$ cat src/rtl/bpt_pkg.sv
`default_nettype none

package bpt_pkg;

    localparam int COORD_W = 16;
    localparam int DIFF_W  = COORD_W + 1;
    localparam int PRD_W   = 2 * DIFF_W;
    localparam int DOT_W   = PRD_W + 1;
    localparam int HALF_W  = (DOT_W + 1) / 2;
    localparam int PP_W    = 2 * HALF_W + 2;
    localparam int NUM_W   = 2 * DOT_W;
    localparam int Q_W     = 33;
    localparam int CMP_W   = NUM_W + Q_W;
    localparam int W_W     = 32;
    localparam int SUM_W   = W_W + 2;

    localparam logic signed [W_W-1:0] W_MAX = {1'b0, {(W_W-1){1'b1}}};
    localparam logic signed [W_W-1:0] W_MIN = {1'b1, {(W_W-1){1'b0}}};

    typedef struct packed {
        logic signed [COORD_W-1:0] vert_a_x;
        logic signed [COORD_W-1:0] vert_a_y;
        logic signed [COORD_W-1:0] vert_a_z;
        logic signed [COORD_W-1:0] vert_b_x;
        logic signed [COORD_W-1:0] vert_b_y;
        logic signed [COORD_W-1:0] vert_b_z;
        logic signed [COORD_W-1:0] vert_c_x;
        logic signed [COORD_W-1:0] vert_c_y;
        logic signed [COORD_W-1:0] vert_c_z;
        logic signed [COORD_W-1:0] point_x;
        logic signed [COORD_W-1:0] point_y;
        logic signed [COORD_W-1:0] point_z;
    } t_bpt_in;

    typedef struct packed {
        logic signed [W_W-1:0] weight_a;
        logic signed [W_W-1:0] weight_b;
        logic signed [W_W-1:0] weight_c;
        logic                  inside_res;
        logic                  degenerate;
    } t_bpt_out;

    typedef struct packed {
        logic signed [DOT_W-1:0] d00;
        logic signed [DOT_W-1:0] d01;
        logic signed [DOT_W-1:0] d11;
        logic signed [DOT_W-1:0] d20;
        logic signed [DOT_W-1:0] d21;
    } t_bpt_dots;

    typedef struct packed {
        logic signed [NUM_W-1:0] den;
        logic signed [NUM_W-1:0] nb;
        logic signed [NUM_W-1:0] nc;
    } t_bpt_gram;

    typedef struct packed {
        logic signed [PP_W-1:0] hh;
        logic signed [PP_W-1:0] hl;
        logic signed [PP_W-1:0] lh;
        logic signed [PP_W-1:0] ll;
    } t_bpt_pp;

    typedef struct packed {
        logic valid;
        logic neg_b;
        logic neg_c;
        logic ovf_b;
        logic ovf_c;
        logic in_tri;
        logic degen;
    } t_bpt_ctl;

    function automatic t_bpt_pp pp_of(input logic signed [DOT_W-1:0] a,
                                      input logic signed [DOT_W-1:0] b);
        logic signed [PP_W-1:0] a_hi;
        logic signed [PP_W-1:0] a_lo;
        logic signed [PP_W-1:0] b_hi;
        logic signed [PP_W-1:0] b_lo;
        t_bpt_pp r;
        a_hi = PP_W'($signed(a[DOT_W-1:HALF_W]));
        b_hi = PP_W'($signed(b[DOT_W-1:HALF_W]));
        a_lo = $signed(PP_W'(a[HALF_W-1:0]));
        b_lo = $signed(PP_W'(b[HALF_W-1:0]));
        r.hh = a_hi * b_hi;
        r.hl = a_hi * b_lo;
        r.lh = a_lo * b_hi;
        r.ll = a_lo * b_lo;
        return r;
    endfunction

    function automatic logic signed [NUM_W-1:0] pp_sum(input t_bpt_pp p);
        logic signed [NUM_W-1:0] hh;
        logic signed [NUM_W-1:0] mid;
        logic signed [NUM_W-1:0] ll;
        hh  = NUM_W'(p.hh) <<< (2 * HALF_W);
        mid = (NUM_W'(p.hl) + NUM_W'(p.lh)) <<< HALF_W;
        ll  = NUM_W'(p.ll);
        return hh + mid + ll;
    endfunction

endpackage

`default_nettype wire

$ cat src/rtl/bpt_div_stage.sv
`default_nettype none

module bpt_div_stage #(
    parameter int REM_W = 86,
    parameter int BIT   = 0
) (
    input  wire                          i_clk,
    input  wire                          i_rst_n,
    input  wire                          i_en,
    input  bpt_pkg::t_bpt_ctl            i_ctl,
    input  wire  [bpt_pkg::NUM_W-1:0]    i_den,
    input  wire  [REM_W-1:0]             i_rem_b,
    input  wire  [REM_W-1:0]             i_rem_c,
    input  wire  [bpt_pkg::Q_W-1:0]      i_q_b,
    input  wire  [bpt_pkg::Q_W-1:0]      i_q_c,
    output bpt_pkg::t_bpt_ctl            o_ctl,
    output logic [bpt_pkg::NUM_W-1:0]    o_den,
    output logic [REM_W-1:0]             o_rem_b,
    output logic [REM_W-1:0]             o_rem_c,
    output logic [bpt_pkg::Q_W-1:0]      o_q_b,
    output logic [bpt_pkg::Q_W-1:0]      o_q_c
);

    localparam int CW = bpt_pkg::CMP_W;
    localparam int QW = bpt_pkg::Q_W;

    logic [CW-1:0] dsh, xb, xc;
    logic          ge_b, ge_c;

    bpt_pkg::t_bpt_ctl       r_ctl;
    logic [bpt_pkg::NUM_W-1:0] r_den;
    logic [REM_W-1:0]        r_rem_b, r_rem_c;
    logic [QW-1:0]           r_q_b, r_q_c;

    always_comb begin
        dsh  = CW'(i_den) << BIT;
        xb   = CW'(i_rem_b);
        xc   = CW'(i_rem_c);
        ge_b = xb >= dsh;
        ge_c = xc >= dsh;
    end

    always_ff @(posedge i_clk) begin
        if (!i_rst_n) begin
            r_ctl <= '0;
        end else if (i_en) begin
            r_ctl <= i_ctl;
        end
    end

    always_ff @(posedge i_clk) begin
        if (i_en) begin
            r_den   <= i_den;
            r_rem_b <= ge_b ? REM_W'(xb - dsh) : i_rem_b;
            r_rem_c <= ge_c ? REM_W'(xc - dsh) : i_rem_c;
            r_q_b   <= i_q_b | (QW'(ge_b) << BIT);
            r_q_c   <= i_q_c | (QW'(ge_c) << BIT);
        end
    end

    assign o_ctl   = r_ctl;
    assign o_den   = r_den;
    assign o_rem_b = r_rem_b;
    assign o_rem_c = r_rem_c;
    assign o_q_b   = r_q_b;
    assign o_q_c   = r_q_c;

endmodule

`default_nettype wire

$ cat config.mk
export PLATFORM = sky130hd
export DESIGN_NAME = bpt_div_stage
export DESIGN_NICKNAME = d
export VERILOG_FILES = /design/src/rtl/bpt_pkg.sv /design/src/rtl/bpt_div_stage.sv
export SDC_FILE = /design/constraint.sdc
export NUM_CORES = 1
export LEC_CHECK = 0
export ABC_CLOCK_PERIOD_IN_PS = 11000
export BUFFER_PORTS_ARGS = -buffer_cell sky130_fd_sc_hd__buf_4
export CORE_AREA = 2 2 249 251
export DETAILED_ROUTE_END_ITERATION = 8
export DIE_AREA = 0 0 251 253
export GPL_ROUTABILITY_DRIVEN = 1
export PLACE_DENSITY = 0.59
export SYNTH_ARGS = -nofsm -noshare
export SYNTH_HDL_FRONTEND = slang
export SYNTH_SLANG_ARGS = --single-unit
$ cat constraint.sdc
create_clock -name i_clk -period 11 [get_ports i_clk]
set_clock_uncertainty 0.15 [all_clocks]
set_input_delay 1.65 -clock i_clk [delete_from_list [all_inputs] [get_ports i_clk]]
set_output_delay 1.65 -clock i_clk [all_outputs]
set_load 0.02 [all_outputs]
Yosys cells after proc, flatten, opt, wreduce, memory -nomap -nowiden

Index checks and enable logic that the tools add are counted.

Add/subtract/negate cells: 2
Magnitude comparators: 2
Bitwise logic cells: 2
Multiplexer cells: 2

Operators with widths:

| operator                       | number |
|---|---|
| >= comparator 86 x 70 -> 1 bit | 2 |
| two-way mux 86 bit             | 2 |
| subtractor 86 x 70 -> 86 bit   | 2 |
| bitwise OR 33 x 1 -> 33 bit    | 2 |

Input bits: 318
Output and inout bits: 315
Word-level logic and storage cells: 20
Bits in registers: 315

Longest topological paths before layout

Gate-level depths: netlist of run 1.

Depth in word-level cells: 2
Gate-level depth with buffers: 15
Depth with buffers taken out: 13

Worst setup path after synthesis of run 1

No wires, ideal clock.

Path type: input-to-reg
From: input i_rem_c[0]
To: register r_rem_c[78] (netlist: o_rem_c[78]) (data pin)
Buffers on the path: 1
Path slack: 6153 ps
Required time: 10592 ps
Arrival: 4439 ps
Setup time: 258 ps
Stages: 14
Cells stage by stage: inv_1 -> ha_1 -> fa_1 -> nor2b_1 -> o21bai_1 -> a21oi_1 -> a41o_1 -> a21o_4 -> a41oi_4 -> o31a_1 -> buf_2 -> nand2b_1 -> or4_1 -> xnor2_1

Cells in the longest elaborated chain, start to end: 2

RTL lines:

| what                                                                           | RTL line                                 | text |
|---|---|---|
| start, declared                                                                | bpt_div_stage.sv:13                      | `input wire [REM_W-1:0] i_rem_c,` |
| subtractor 86 x 70 -> 86 bit or >= comparator 86 x 70 -> 1 bit (tied branches) | bpt_div_stage.sv:55, bpt_div_stage.sv:40 |  |
| two-way mux 86 bit *                                                           | bpt_div_stage.sv:55                      | `r_rem_c <= ge_c ? REM_W'(xc - dsh) : i_rem_c;` |
| end signal, assigned                                                           | bpt_div_stage.sv:55                      |  |
| end, declared                                                                  | bpt_div_stage.sv:32                      | `logic [REM_W-1:0] r_rem_b, r_rem_c;` |

Every way passes the cells marked *; elsewhere a longest branch is shown, timed or not.
A chain may end at the register's enable or synchronous reset.

Worst setup path after layout of run 1

From: input i_den[9] (netlist name)
To: register r_rem_c[41] (netlist: o_rem_c[41]) (data pin)

Cells in the longest elaborated chain, start to end: 2

RTL lines:

| what                                                                           | RTL line                                 | text |
|---|---|---|
| start, declared                                                                | bpt_div_stage.sv:11                      | `input wire [bpt_pkg::NUM_W-1:0] i_den,` |
| subtractor 86 x 70 -> 86 bit or >= comparator 86 x 70 -> 1 bit (tied branches) | bpt_div_stage.sv:55, bpt_div_stage.sv:40 |  |
| two-way mux 86 bit *                                                           | bpt_div_stage.sv:55                      |  |

Marked as above.

==> flow_metrics.env, run 1 <==
export IMPL_outcome="finished with violations"
export IMPL_violations="DRC"
export IMPL_cp_buffers_inverters=4
export IMPL_hpwl_mm=69.2
export IMPL_setup_violations=0
export IMPL_rrSetupSlack_ps=10230
export IMPL_p_leak_nw=11.5
export IMPL_yosysWarnings=0
export IMPL_final_cell_mix="buf_4, edfxtp_1, nand2_1"
export IMPL_power_density_nw_per_um2=146
export IMPL_core_rowCount=91
export IMPL_final_common_cell="buf_4"
export IMPL_grt_overflow_total=0
export IMPL_synth_compound_area_frac=0.204
export IMPL_synth_net_count=2693
export IMPL_hold_viol=0
export IMPL_synthCells=2233
export IMPL_clock_sink_count=315
export IMPL_hp_class="flop to flop"
export IMPL_end_kind="flop"
export IMPL_cts_htree_levels=2
export IMPL_critPathMaxFanout=74
export IMPL_synth_simple_area_share=0.153
export IMPL_startpoint_type="primary input"
export IMPL_ir_worst_vdd_v=0.0000998
export IMPL_die_area_um2=63500
export IMPL_reg2reg_depth=2
export IMPL_max_cap_violations=0
export IMPL_worstSkewPairLatency_ps=560
export IMPL_antenna_found_initial=11
export IMPL_synth_avg_cell_area_um2=9.48
export IMPL_cp_depth=13
export IMPL_netlist_area_um2=21200
export IMPL_synth_seq_area_share=0.443
export IMPL_finalCritPeriodShare=0.526
export IMPL_die_x_um=251
export IMPL_area_growth_pct=31.5
export IMPL_async_reset_ff_frac=0
export IMPL_drv_slew=0
export IMPL_clock_root_buffer="clkbuf_16"
export IMPL_clkTransAtPathRegs_ps=60
export IMPL_finalCriticalPeriod_ps=5780
export IMPL_synthMuxAreaShare=0.00744
export IMPL_cp_data_required_time_ps=11160
export IMPL_synth_edf_count=308
export IMPL_crit_family="compound AO/OA/AOI/OAI gates"
export IMPL_grt_pass1_vias=19647
export IMPL_grt_usage=0.254
export IMPL_crit_path_top_delay_cell="buf_4"
export IMPL_ys_types=74
export IMPL_port_buffers=632
export IMPL_cpPeakStageDelay_ps=590
export IMPL_place_gp_congestion=0.922
export IMPL_crit_start="i_den[9]"
export IMPL_worstReg2RegEnd="o_ctl[0]$_SDFFE_PN0P_"
export IMPL_synth_top_family_by_area="compound AO/OA/AOI/OAI gates"
export IMPL_via_count=19881
export IMPL_vias_per_cell=5.46
export IMPL_tightest_slew_ps=1190
export IMPL_start_util=0.347
export IMPL_layout_drive_gt1_share=0.257
export IMPL_drt_iter0_drc=1610
export IMPL_yosys_area_share_adder=0.0846
export IMPL_crit_top_cell="buf_4"
export IMPL_grt_max_degree=146
export IMPL_ys_ff_latch=315
export IMPL_wirelength_mm=84.2
export IMPL_hold_buffers=0
export IMPL_cts_setup_buffers=0
export IMPL_ant_nets=0
export IMPL_power_mw=4.07
export IMPL_critical_path_class="primary input to flop"
export IMPL_synth_top_area_cell="edfxtp_1"
export IMPL_synth_top_area_frac=0.437
export IMPL_fmax_mhz=173
export IMPL_ios=633
export IMPL_nNetsFinal=3276
export IMPL_fin_setup_tns_ps=0
export IMPL_num_fill_cells=5962
export IMPL_slew_headroom=0.206
export IMPL_crit_arrival_ps=5940
export IMPL_endpoint="o_rem_c[41]$_DFFE_PP_"
export IMPL_first_pass_iters=9
export IMPL_synth_xor_area_share=0.0678
export IMPL_crit_chain="buf_4 -> inv_1 -> ha_1 -> a21oi_1 -> o21ai_0 -> a221o_1 -> a41o_1 -> a21o_4 -> a41oi_4 -> o31a_2 -> buf_4 -> buf_4 -> mux2_2"
export IMPL_die_y_um=253
export IMPL_crit_reg2reg_launch="o_ctl[0]$_SDFFE_PN0P_"
export IMPL_clockBufferDepth=3
export IMPL_avgRoutedWirePerCell_um=23.1
export IMPL_drc_errors=2
export IMPL_rsz0062_at_grt="no"
export IMPL_cts_tree="built"
export IMPL_numCtsBuffers=40
export IMPL_synth_area_leaders="edfxtp_1, ha_1, o21ai_0"
export IMPL_coreArea_um2=61000
export IMPL_grt_first_pass_wirelength_mm=122
export IMPL_post_cts_resized=0
export IMPL_synth_top_flop_cell="edfxtp_1"
## per-layer routing
metal	GRT usage	share of wire	vias up
li1	-	-	9445
met1	0.328	0.42	9470
met2	0.422	0.47	798
met3	0.0534	0.071	152
met4	0.0867	0.034	16
met5	0	0.0012	-
## where the power goes
part           total, mW  switching (mW)  internal (mW)
Combinational       1.26           0.764          0.497
Sequential          1.56          0.0523           1.50
Clock               1.26           0.546          0.712
Total               4.07            1.36           2.71
## synth_stat cells, types with 6 or more instances
cell      number
ha_1         140
edfxtp_1     308
xor2_1        65
nor3_1        35
nor2_1       126
and2_1        11
dfxtp_1        7
and3_1        14
clkbuf_1      85
nor2b_1       21
or2_2          9
mux2i_1        9
o21ai_0      235
o21a_1        20
and4_1         8
xnor2_1       99
nand2_1      275
o211ai_1      10
a21o_1        62
or4_1          9
buf_2         14
o21bai_1      37
o41ai_1        7
mux2_2         6
o221ai_1       7
nand2b_1      23
a211oi_1      14
nand4_1       69
nor4_1        13
o21ai_1        8
o31ai_1       16
a31oi_1       18
nand3_1       36
a21boi_0      11
inv_1        118
a21oi_1      194
or3_1         14
## per-stage QoR
step / utilization / hold slack, ps / area [µm²] / setup slack (ps) / std cells
2_1_floorplan: - / 440 / 21200 / 6150 / 2233
3_3_place_gp: 0.436 / 351 / 26600 / 4720 / 3564
3_5_place_dp: 0.436 / 365 / 26600 / 4690 / 3564
4_1_cts: 0.456 / 376 / 27800 / 5290 / 3637
5_1_grt: 0.456 / 410 / 27800 / 4930 / 3639
6_report: 0.456 / 372 / 27800 / 5220 / 3640
## tightest hold or removal path: stages (launching register included)
cell and delay (ps):
dfxtp_1 330, mux2i_1 70, nor2b_1 90
## worst min-delay path by stage
stage / startpoint / to / slack, ps / depth (start not counted)
after floorplan: o_ctl[0]$_SDFFE_PN0P_ / o_ctl[0]$_SDFFE_PN0P_ / 440 / 2
after global placement: o_ctl[1]$_SDFFE_PN0P_ / o_ctl[1]$_SDFFE_PN0P_ / 350 / 2
after detailed placement: o_ctl[1]$_SDFFE_PN0P_ / o_ctl[1]$_SDFFE_PN0P_ / 360 / 2
after CTS: o_ctl[1]$_SDFFE_PN0P_ / o_ctl[1]$_SDFFE_PN0P_ / 380 / 2
after global routing: o_ctl[1]$_SDFFE_PN0P_ / o_ctl[1]$_SDFFE_PN0P_ / 410 / 2
final: o_ctl[1]$_SDFFE_PN0P_ / o_ctl[1]$_SDFFE_PN0P_ / 370 / 2
## cell type report
class                      instances  area [µm²]  share of cell area
multi-input combinational       1700       11000               0.394
sequential                       315        9390               0.337
timing repair buffer             641        4830               0.174
clock buffer                      50        1060              0.0381
tap                              790         988              0.0355
inverter                         118         443              0.0159
clock inverter                    23         161             0.00580
antenna                            3        7.51            0.000270
## state kept, by name, summed over array words and instances (netlist names)
| signal | cells |
|---|---|
| o_rem_b | 86 |
| o_rem_c | 86 |
| o_den | 70 |
| o_q_b | 33 |
| o_q_c | 33 |
| o_ctl | 7 |
## logic make-up after synthesis
logic type	count (synthesis)
XOR/XNOR	164
AND/OR/NAND/NOR	679
buffers and inverters	218
multiplexers	15
flip-flops	315
AO/OA/AOI/OAI	700
adder cells (fa/ha/maj)	142
(Power assumes the default switching activity.)
==> run 2: changes to the inputs <==
--- a/config.mk
+++ b/config.mk
@@ -5,7 +5,7 @@
 export SDC_FILE = /design/constraint.sdc
 export NUM_CORES = 1
 export LEC_CHECK = 0
-export ABC_CLOCK_PERIOD_IN_PS = 11000
+export ABC_CLOCK_PERIOD_IN_PS = 6000
 export BUFFER_PORTS_ARGS = -buffer_cell sky130_fd_sc_hd__buf_4
 export CORE_AREA = 2 2 249 251
 export DETAILED_ROUTE_END_ITERATION = 8
==> constraint.sdc (replaced) <==
create_clock -name i_clk -period 6 [get_ports i_clk]
set_clock_uncertainty 0.15 [all_clocks]
set_input_delay 0.9 -clock i_clk [delete_from_list [all_inputs] [get_ports i_clk]]
set_output_delay 0.9 -clock i_clk [all_outputs]
set_load 0.02 [all_outputs]
==> flow_metrics.env, run 2 (synthesized netlist as in run 1, its figures left out) <==
export IMPL_outcome="complete, no violations"
export IMPL_cp_data_required_time_ps=6160
export IMPL_layout_drive_gt1_share=0.258
export IMPL_coreArea_um2=61000
export IMPL_cts_tree="built"
export IMPL_hold_buffers=0
export IMPL_critical_path_class="primary input to flop"
export IMPL_crit_path_top_delay_cell="o31ai_1"
export IMPL_via_count=19939
export IMPL_tightest_slew_ps=1160
export IMPL_worstSkewPairLatency_ps=550
export IMPL_finalCritPeriodShare=0.796
export IMPL_wirelength_mm=84.6
export IMPL_setup_violations=0
export IMPL_p_leak_nw=11.6
export IMPL_drc_errors=0
export IMPL_vias_per_cell=5.47
export IMPL_nNetsFinal=3278
export IMPL_crit_arrival_ps=4930
export IMPL_combPwrFrac=0.309
export IMPL_clockBufferDepth=3
export IMPL_fin_setup_tns_ps=0
export IMPL_hold_viol=0
export IMPL_startpoint_type="primary input"
export IMPL_first_pass_iters=5
export IMPL_pwr_share_clk=0.310
export IMPL_grt_pass1_vias=19611
export IMPL_finalCriticalPeriod_ps=4770
export IMPL_final_util=0.457
export IMPL_numCtsBuffers=39
export IMPL_die_x_um=251
export IMPL_pre_cts_ws_ps=749
export IMPL_post_cts_resized=0
export IMPL_swShare=0.330
export IMPL_port_buffers=632
export IMPL_critPathMaxFanout=4
export IMPL_cts_htree_levels=2
export IMPL_cts_setup_buffers=0
export IMPL_die_y_um=253
export IMPL_intPower_mw=5.02
export IMPL_drt_iter0_drc=1539
export IMPL_end_kind="flop"
export IMPL_crit_chain="buf_4 -> ha_1 -> fa_1 -> nor2b_1 -> o21bai_1 -> a2111o_1 -> and3_1 -> o21a_1 -> o21ai_0 -> a21oi_1 -> o31ai_1 -> nor2_1 -> xor2_1"
export IMPL_avgRoutedWirePerCell_um=23.2
export IMPL_final_cell_mix="buf_4, edfxtp_1, nand2_1"
export IMPL_place_gp_congestion=0.940
export IMPL_finalWorstSetupSlack_ps=1230
export IMPL_hpwl_mm=69.2
export IMPL_power_density_nw_per_um2=268
export IMPL_ir_worst_vdd_v=0.000151
export IMPL_core_rowCount=91
export IMPL_grt_first_pass_wirelength_mm=123
export IMPL_clock_root_buffer="clkbuf_16"
export IMPL_ios=633
export IMPL_drv_slew=0
export IMPL_grt_max_degree=131
export IMPL_clock_sink_count=315
export IMPL_antenna_found_initial=14
export IMPL_rsz0062_at_grt="no"
export IMPL_max_cap_violations=0
export IMPL_hp_class="primary input to flop"
export IMPL_ant_nets=0
export IMPL_start_util=0.347
export IMPL_cpPeakStageDelay_ps=610
export IMPL_slew_headroom=0.215
export IMPL_area_growth_pct=31.8
export IMPL_grt_usage=0.254
export IMPL_whs_ps=363
export IMPL_power_switching_mw=2.47
export IMPL_fmax_mhz=209
export IMPL_final_common_cell="buf_4"
export IMPL_clkTransAtPathRegs_ps=60
export IMPL_power_frac_seq=0.381
export IMPL_grt_overflow_total=0
export IMPL_die_area_um2=63500
## run 2: cell types whose count changed in the layout (fill, tap and decap cells not counted), moves of 2 or more
cell	before	now
inv_6	6	1
clkinv_1	9	5
buf_12	1	4
clkinv_2	3	6
clkinv_4	0	3
clkinvlp_4	4	1
diode_2	3	6
clkbuf_1	9	11
## run 2: worst paths after layout
check                                to  slack [ps]             startpoint  depth (start not counted)
hold reg to reg   o_ctl[1]$_SDFFE_PN0P_         370  o_ctl[1]$_SDFFE_PN0P_                          2
setup reg to reg  o_ctl[5]$_SDFFE_PN0P_        5200  o_ctl[5]$_SDFFE_PN0P_                          2
hold / removal      o_q_b[18]$_DFFE_PP_         360              i_q_b[18]                          1
setup / recovery  o_rem_c[72]$_DFFE_PP_        1230               i_den[0]                         13
## run 2: routing by layer
layer | GRT usage | vias to the layer above | share of wire
li1 | - | 9463 | -
met4 | 0.0813 | 16 | 0.031
met5 | 0 | - | 0.0012
met1 | 0.332 | 9536 | 0.42
met2 | 0.426 | 795 | 0.48
met3 | 0.0481 | 129 | 0.070
## run 2: area by class of cell
class | instances | area [µm²]
Clock inverter | 18 | 151
Fill cell | 5946 | 33100
Inverter | 118 | 443
Tap cell | 790 | 988
Timing Repair Buffer | 644 | 4890
Clock buffer | 53 | 1080
Sequential cell | 315 | 9390
Multi-Input combinational cell | 1700 | 11000
Antenna cell | 6 | 15.0
## run 2: metrics by stage
step                power, mW  instances  cell area, µm²
finish                   7.49       3644           27900
global route             7.81       3644           27900
CTS                      7.54       3638           27900
detailed placement       5.19       3567           26700
global placement         5.19       3567           26700
floorplan                4.14       2233           21200
## run 2: power by group through the flow
stage | logic [mW] | clock network [mW] | registers, mW
after CTS | 2.31 | 2.38 | 2.85
after floorplan | 0.928 | 0 | 3.21
final | 2.32 | 2.32 | 2.85
after global placement | 2.29 | 0 | 2.89
after detailed placement | 2.30 | 0 | 2.89
after global routing | 2.48 | 2.45 | 2.88
## run 2: worst max-delay path: cells and delay by family
kind,cells,cell delay [ps]
AO/OA/AOI/OAI,6,2460
adder cells (fa/ha/maj),2,640
AND/OR/NAND/NOR,3,600
XOR/XNOR,1,180
buffers and inverters,1,120
